===== src/rtl/core/cmp_pkg.sv =====
`timescale 1ns / 1ps

package cmp_pkg;

  localparam int unsigned LINE_CAPACITY = 9;
  localparam int unsigned VALUE_CHARS   = 4;

  localparam int unsigned POS_W   = $clog2(LINE_CAPACITY + 1);
  localparam int unsigned SUM_W   = POS_W + 1;
  localparam int unsigned VALUE_W = 14;
  localparam int unsigned CHAR_W  = 8;

  localparam logic [CHAR_W-1:0] CHAR_CR    = 8'h0D;
  localparam logic [CHAR_W-1:0] CHAR_COLON = 8'h3A;
  localparam logic [CHAR_W-1:0] CHAR_ZERO  = 8'h30;
  localparam logic [CHAR_W-1:0] CHAR_NINE  = 8'h39;
  localparam logic [CHAR_W-1:0] CHAR_G     = 8'h67;
  localparam logic [CHAR_W-1:0] CHAR_R     = 8'h72;
  localparam logic [CHAR_W-1:0] CHAR_X     = 8'h78;
  localparam logic [CHAR_W-1:0] CHAR_Y     = 8'h79;

  localparam logic [POS_W-1:0] HEADER_COLON_IDX = POS_W'(2);

  localparam logic [VALUE_W-1:0] RST_X = VALUE_W'(320);
  localparam logic [VALUE_W-1:0] RST_Y = VALUE_W'(240);

  typedef enum logic [1:0] {
    ST_UPDATED   = 2'd0,
    ST_IGNORED   = 2'd1,
    ST_MISPLACED = 2'd2
  } status_e;

  typedef enum logic [1:0] {
    TGT_GREEN_X = 2'd0,
    TGT_GREEN_Y = 2'd1,
    TGT_RED_X   = 2'd2,
    TGT_RED_Y   = 2'd3
  } target_e;

  typedef struct packed {
    logic               colon_seen;
    logic [POS_W-1:0]   colon_idx;
    logic [CHAR_W-1:0]  hdr_first;
    logic [CHAR_W-1:0]  hdr_second;
    logic [VALUE_W-1:0] value;
  } line_t;

endpackage


===== src/rtl/core/cmp_line_tracker.sv =====
`timescale 1ns / 1ps

module cmp_line_tracker (
  input  logic                       clk_i,
  input  logic                       rst_ni,
  input  logic                       step_i,
  input  logic                       clear_i,
  input  logic [cmp_pkg::CHAR_W-1:0] char_i,
  output cmp_pkg::line_t             line_o
);
  import cmp_pkg::*;

  logic [POS_W-1:0]   pos_q, pos_d;
  line_t              line_q, line_d;
  logic               is_digit;
  logic               in_window;
  logic [SUM_W-1:0]   win_end;
  logic [VALUE_W-1:0] digit_val;

  assign is_digit  = (char_i >= CHAR_ZERO) && (char_i <= CHAR_NINE);
  assign win_end   = SUM_W'(line_q.colon_idx) + SUM_W'(VALUE_CHARS);
  assign in_window = (pos_q > line_q.colon_idx) && (SUM_W'(pos_q) <= win_end);
  assign digit_val = VALUE_W'(char_i - CHAR_ZERO);

  always_comb begin
    pos_d  = pos_q;
    line_d = line_q;
    if (clear_i) begin
      pos_d  = '0;
      line_d = '0;
    end else if (step_i && (pos_q < POS_W'(LINE_CAPACITY))) begin
      if (pos_q == POS_W'(0)) begin
        line_d.hdr_first = char_i;
      end else if (pos_q == POS_W'(1)) begin
        line_d.hdr_second = char_i;
      end
      if (line_q.colon_seen) begin
        if (in_window && is_digit) begin
          line_d.value = (line_q.value << 3) + (line_q.value << 1) + digit_val;
        end
      end else if (char_i == CHAR_COLON) begin
        line_d.colon_seen = 1'b1;
        line_d.colon_idx  = pos_q;
      end
      pos_d = pos_q + POS_W'(1);
    end
  end

  always_ff @(posedge clk_i or negedge rst_ni) begin
    if (!rst_ni) begin
      pos_q  <= '0;
      line_q <= '0;
    end else begin
      pos_q  <= pos_d;
      line_q <= line_d;
    end
  end

  assign line_o = line_q;

endmodule


===== src/rtl/core/coordinate_message_parser.sv =====
`timescale 1ns / 1ps

// Parses text lines of the form HH:VVVV, one received byte per item, and
// accepts one item every cycle. A byte is registered on input and handled from
// that register; a carriage return that closes a line holding a colon
// produces one result item with the stored green/red coordinates after that
// line. Results sit in an output register, so input keeps flowing while a
// result waits; only a line end that produces a result, arriving while the
// previous result is still held, stalls the input. A line's result passes
// through the input byte register and then the output register.
module coordinate_message_parser (
  input  logic        clk_i,
  input  logic        rst_ni,
  input  logic        in_valid_i,
  output logic        in_stall_o,
  input  logic [7:0]  rx_byte_i,
  output logic        out_valid_o,
  input  logic        out_stall_i,
  output logic [1:0]  status_o,
  output logic [1:0]  target_o,
  output logic [13:0] value_o,
  output logic        frame_done_o,
  output logic [13:0] green_x_o,
  output logic [13:0] green_y_o,
  output logic [13:0] red_x_o,
  output logic [13:0] red_y_o
);
  import cmp_pkg::*;

  logic              in_valid_q;
  logic [CHAR_W-1:0] byte_q;
  line_t             line;
  logic              is_cr, produce, out_free, advance;

  logic [VALUE_W-1:0] gx_q, gy_q, rx_q, ry_q;
  logic [VALUE_W-1:0] gx_d, gy_d, rx_d, ry_d;
  status_e            status_d;
  target_e            target_d;
  logic [VALUE_W-1:0] value_d;
  logic               done_d;

  logic               out_valid_q;
  status_e            status_q;
  target_e            target_q;
  logic [VALUE_W-1:0] value_q;
  logic               done_q;
  logic [VALUE_W-1:0] ogx_q, ogy_q, orx_q, ory_q;

  assign is_cr    = (byte_q == CHAR_CR);
  assign produce  = is_cr && line.colon_seen;
  assign out_free = !out_valid_q || !out_stall_i;
  assign advance  = in_valid_q && (!produce || out_free);
  assign in_stall_o = in_valid_q && !advance;

  cmp_line_tracker u_line (
    .clk_i   (clk_i),
    .rst_ni  (rst_ni),
    .step_i  (advance && !is_cr),
    .clear_i (advance && is_cr),
    .char_i  (byte_q),
    .line_o  (line)
  );

  always_comb begin
    gx_d     = gx_q;
    gy_d     = gy_q;
    rx_d     = rx_q;
    ry_d     = ry_q;
    status_d = ST_MISPLACED;
    target_d = TGT_GREEN_X;
    value_d  = '0;
    done_d   = 1'b0;
    if (line.colon_idx == HEADER_COLON_IDX) begin
      value_d  = line.value;
      status_d = ST_UPDATED;
      if (line.hdr_first == CHAR_G && line.hdr_second == CHAR_X) begin
        target_d = TGT_GREEN_X;
        gx_d     = line.value;
      end else if (line.hdr_first == CHAR_G && line.hdr_second == CHAR_Y) begin
        target_d = TGT_GREEN_Y;
        gy_d     = line.value;
      end else if (line.hdr_first == CHAR_R && line.hdr_second == CHAR_X) begin
        target_d = TGT_RED_X;
        rx_d     = line.value;
      end else if (line.hdr_first == CHAR_R && line.hdr_second == CHAR_Y) begin
        target_d = TGT_RED_Y;
        ry_d     = line.value;
        done_d   = 1'b1;
      end else begin
        status_d = ST_IGNORED;
      end
    end
  end

  always_ff @(posedge clk_i or negedge rst_ni) begin
    if (!rst_ni) begin
      in_valid_q  <= 1'b0;
      out_valid_q <= 1'b0;
      gx_q        <= RST_X;
      gy_q        <= RST_Y;
      rx_q        <= RST_X;
      ry_q        <= RST_Y;
    end else begin
      if (!in_stall_o) begin
        in_valid_q <= in_valid_i;
      end
      if (advance && produce) begin
        out_valid_q <= 1'b1;
        gx_q        <= gx_d;
        gy_q        <= gy_d;
        rx_q        <= rx_d;
        ry_q        <= ry_d;
      end else if (!out_stall_i) begin
        out_valid_q <= 1'b0;
      end
    end
  end

  always_ff @(posedge clk_i) begin
    if (!in_stall_o && in_valid_i) begin
      byte_q <= rx_byte_i;
    end
    if (advance && produce) begin
      status_q <= status_d;
      target_q <= target_d;
      value_q  <= value_d;
      done_q   <= done_d;
      ogx_q    <= gx_d;
      ogy_q    <= gy_d;
      orx_q    <= rx_d;
      ory_q    <= ry_d;
    end
  end

  assign out_valid_o  = out_valid_q;
  assign status_o     = status_q;
  assign target_o     = target_q;
  assign value_o      = value_q;
  assign frame_done_o = done_q;
  assign green_x_o    = ogx_q;
  assign green_y_o    = ogy_q;
  assign red_x_o      = orx_q;
  assign red_y_o      = ory_q;

`ifndef NO_ASSERTIONS
  a_done_is_red_y: assert property (@(posedge clk_i) disable iff (!rst_ni)
    out_valid_o && frame_done_o |->
      status_o == ST_UPDATED && target_o == TGT_RED_Y && red_y_o == value_o)
    else $error("frame_done without red y update");

  a_misplaced_zero: assert property (@(posedge clk_i) disable iff (!rst_ni)
    out_valid_o && status_o == ST_MISPLACED |->
      value_o == '0 && target_o == TGT_GREEN_X && !frame_done_o)
    else $error("misplaced colon result carries data");

  a_stall_needs_item: assert property (@(posedge clk_i) disable iff (!rst_ni)
    in_stall_o |-> in_valid_q && is_cr && out_valid_q && out_stall_i)
    else $error("input stalled without a blocked line end");

  a_coords_held: assert property (@(posedge clk_i) disable iff (!rst_ni)
    !(advance && produce) |=> $stable(gx_q) && $stable(ry_q))
    else $error("coordinates changed without a line result");
`endif

endmodule


===== config.mk =====
export PLATFORM = sky130hd
export DESIGN_NAME = coordinate_message_parser
export DESIGN_NICKNAME = d
export VERILOG_FILES = /design/src/rtl/core/cmp_pkg.sv /design/src/rtl/core/cmp_line_tracker.sv /design/src/rtl/core/coordinate_message_parser.sv
export SDC_FILE = /design/constraint.sdc
export NUM_CORES = 1
export LEC_CHECK = 0
export BUFFER_PORTS_ARGS = -buffer_cell sky130_fd_sc_hd__buf_4
export CORE_ASPECT_RATIO = 1.25
export CORE_UTILIZATION = 59
export CTS_CLUSTER_SIZE = 20
export DETAILED_ROUTE_END_ITERATION = 8
export PLACE_DENSITY = 0.9
export SYNTH_ARGS = -nofsm -noshare
export SYNTH_HDL_FRONTEND = slang
export SYNTH_HIERARCHICAL = 1
export SYNTH_SLANG_ARGS = --single-unit

===== constraint.sdc =====
create_clock -name clk_i -period 8.3 [get_ports clk_i]
set_clock_uncertainty 0.1 [all_clocks]
set_input_delay 0 -clock clk_i [delete_from_list [all_inputs] [get_ports clk_i]]
set_output_delay 0 -clock clk_i [all_outputs]
set_load 0.02 [all_outputs]

==> results.md <==
* Via Count at between 5000 and 6000
* Largest fanout on the critical path at 6
* PD cells at a little over 200 nW/um2
* Crit-path cells: ha_1 -> nor3_1 -> fa_1 -> ha_1 -> a2111oi_2 -> o211ai_1 -> a31o_2 -> a21oi_2 -> xnor2_1 -> a22o_1
* TritonCTS buffer count at 17
* # Post-CTS Setup Buffers at 0
* Period utilization at 0.481
* Number of nets in the layout at approximately 720
* Pre-Repair DR Iteration Count at 4
* Setup ws final at 4.31 ns
* Number of synthesized flops with an enable pin at a little over 80
* Vias in the first global route at about 5500
* Seq pwr share at 0.502
* Final Hold Fails at 8
* Fin. max-slew vios at 0
* Yosys cell types at 57
* IO Pins at 89
* Most common cell after layout, fill and taps aside: buf_4
* Hpwl dp at ~12000 um
* Die X at approximately 110 um
* Crit start category: flop
* Clk network pwr share at 0.395
* FMAX at 250 MHz
* Ys async rst share at 0.539
* CP peak stage delay at between 0.7 and 0.8 ns
* Worst Hold Class: input pin to async pin
* CTS tree: done
* Fin cells at ~860
* GR peak layer: met2
* RSZ-0062 raised after global routing: no
* Post-cts resize count at 0
* Initial DRC count at approximately 280
* Wire per inst at between 20 and 25 um
* Failing checks: negative hold slack
* M1 GR Usage at 0.327
* M2 GR Usage at 0.456
* Least-Margin Pin Slew at around 1.3 ns
* Cells after DPL at 816
* Leakage power at around 0.0042 uW
* Max clock buf depth at 2
* Synth Register Bits at 180
* Antenna-violating nets left at 0
* Crit path capture type: flop
* Cell taking the most area after synthesis: edfxtp_1
* Gate power share at 0.103
* Met3 Use GR at 0.0523
* # port buffers at 88
* Synthesized cell area at roughly 8500 um2
* CP dominant cell by count: ha_1
* Worst Path Required at around 8.5 ns
* Starting Density at 0.610
* Number of H-tree levels at 4
* Status: complete, but fails checks
* Commonest register cell after synthesis: dfrtp_1
* Mapped Cells at between 500 and 600
* DRT Wirelength at roughly 19000 um
* Antenna violations before repair at 0
* Min Tclk post-route at 3.99 ns
* Worst VDD drop at 0.119 mV
* Post-synth top area share at 0.293
* Syn-to-layout area delta at 17.7%
* CP Data Arrival Time at about 4.2 ns
* Switching Power at about 570 uW
* Setup TNS at 0 ns
* Slew headroom at 0.127
* # setup viols final at 0
* CTS Hold Bufs at 11
* Pre-CTS setup slack at 4.37 ns
* Syn avg cell area at 15.0 um2
* Sequential area share after synthesis at 0.580
* Total chip power at 2060 uW
* Row cnt at 48
* Most frequent cells in the layout: buf_4 (95), dfrtp_1 (85), edfxtp_1 (83)
* DIE AREA at around 15000 um2
* Crit path kind: flop to flop
* Largest cells by area after synthesis: edfxtp_1 (29%), dfrtp_1 (25%), mux2_2 (9.5%), mux2_4 (7.1%), dfstp_2 (3.7%)
* Share of cells above drive strength 1 at 0.402
* Sw Ratio at 0.277
* Worst skew pair latency at between 0.4 and 0.5 ns
* Worst hold margin at -0.00451 ns
* GPL Wtd Cong at about 0.86
* First-pass GRT wire length at about 29000 um
* GR Util All Layers at 0.267
* Root buf cell: clkbuf_16
* DRC viols at 0
* Die Y at about 140 um
* Crit-path slowest cell: nor3_1
* Pin count of the biggest net entering global routing at 76
* Core area at ~14000 um2
* Via density at between 6 and 7
* GRT overflow at 0
* Clock sinks at 180
* Syn nets at about 610
* Reg clk slew, reported paths at roughly 0.070 ns
* ANT cells at 0
* Internal power at between 1000 and 1500 uW
* Filler cell count at around 840
* Yosys warns at 6
* Number of max-cap violations at 0
* Fin util at 0.719
## cells in the mapped netlist, types with 3 or more instances
library cell  instances
nand4_1               4
fa_1                 11
dfrtp_1              85
nor3b_1               3
xor2_1                5
clkbuf_1              9
ha_1                 24
buf_8                 5
nor2_1               36
a21oi_1              18
nor4_4                4
buf_2                 3
a22o_1               14
nand2_1              27
edfxtp_1             83
xnor2_1              12
mux2_2               72
o21ai_0               5
mux2i_1              11
and3b_1               3
nor3_1                4
inv_1                14
nor2b_1               3
mux2_4               40
dfstp_2              12
or2_2                 3
o211ai_1              3
and2_1               16
## per-layer routing
layer | share of wire | wire [um] | up-vias
li1 | - | - | 2280
met1 | 0.40 | 7420 | 2626
met2 | 0.52 | 9650 | 208
met3 | 0.052 | 964 | 51
met4 | 0.027 | 504 | 0
met5 | 0 | 0 | -
## final timing paths
check | cells after the start | to | start | slack [ns]
worst min-delay path | 2 | gx_q[11]$_DFFE_PN0P_ | rst_ni | -0.005
max in group asynchronous | 3 | u_line/line_o[16]$_DFFE_PN0P_ | rst_ni | 6.93
worst min register to register | 1 | rx_q[1]$_DFFE_PN0P_ | rx_q[1]$_DFFE_PN0P_ | 0.41
worst max register to register | 10 | u_line/line_o[12]$_DFFE_PN0P_ | byte_q[4]$_DFFE_PP_ | 4.31
min in group clk_i | 2 | byte_q[0]$_DFFE_PP_ | rx_byte_i[0] | 0.18
worst max-delay path | 10 | u_line/line_o[12]$_DFFE_PN0P_ | byte_q[4]$_DFFE_PP_ | 4.31
## sequential cells by signal, indices dropped and copies added, names as in the netlist, 4 cells and up
name,flops
green_y_o,14
u_line/line_o,35
gy_q,14
byte_q,8
value_o,14
red_y_o,14
ry_q,14
red_x_o,14
rx_q,14
gx_q,14
green_x_o,14
u_line/pos_q,4
## kinds of logic after synthesis
kind of cell             after synthesis  synth area share
flip-flops                           180             0.580
multiplexers                         123             0.179
AND/OR/NAND/NOR                      118            0.0815
AO/OA/AOI/OAI                         59            0.0563
buffers and inverters                 35            0.0243
adder cells (fa/ha/maj)               35            0.0612
XOR/XNOR                              17            0.0175
## per-stage QoR
| step | hold WS [ns] | instance area (um2) |
|---|---|---|
| 2_1_floorplan | -0.396 | 8500 |
| 3_3_place_gp | -0.0964 | 9290 |
| 3_5_place_dp | -0.0878 | 9290 |
| 4_1_cts | 0.0219 | 10000 |
| 5_1_grt | 0.0433 | 10000 |
| 6_report | -0.00451 | 10000 |
## power by group through the flow
stage / logic, uW / clock network (uW) / registers [uW]
after detailed placement: 200 / 0 / 1050
final: 213 / 814 / 1030
after global placement: 186 / 0 / 1040
after global routing: 241 / 855 / 1040
after floorplan: 153 / 0 / 1030
after CTS: 210 / 820 / 1030
## cell type report
class                           instances  area (um2)  area share
Timing Repair Buffer                  106         823      0.0822
Inverter                               14        52.6     0.00525
Sequential cell                       180        4930       0.493
Multi-Input combinational cell        352        3370       0.336
Clock inverter                         14         175      0.0175
Clock buffer                           18         439      0.0439
Tap cell                              175         219      0.0219
## critical path: cells and delay by family, from the launching register on
family | cells | cell delay (ns)
adder cells (fa/ha/maj) | 3 | 1.28
AO/OA/AOI/OAI | 5 | 1.16
AND/OR/NAND/NOR | 1 | 0.79
flip-flops | 1 | 0.49
XOR/XNOR | 1 | 0.07
Note: power is estimated with default switching activity, not from simulation.
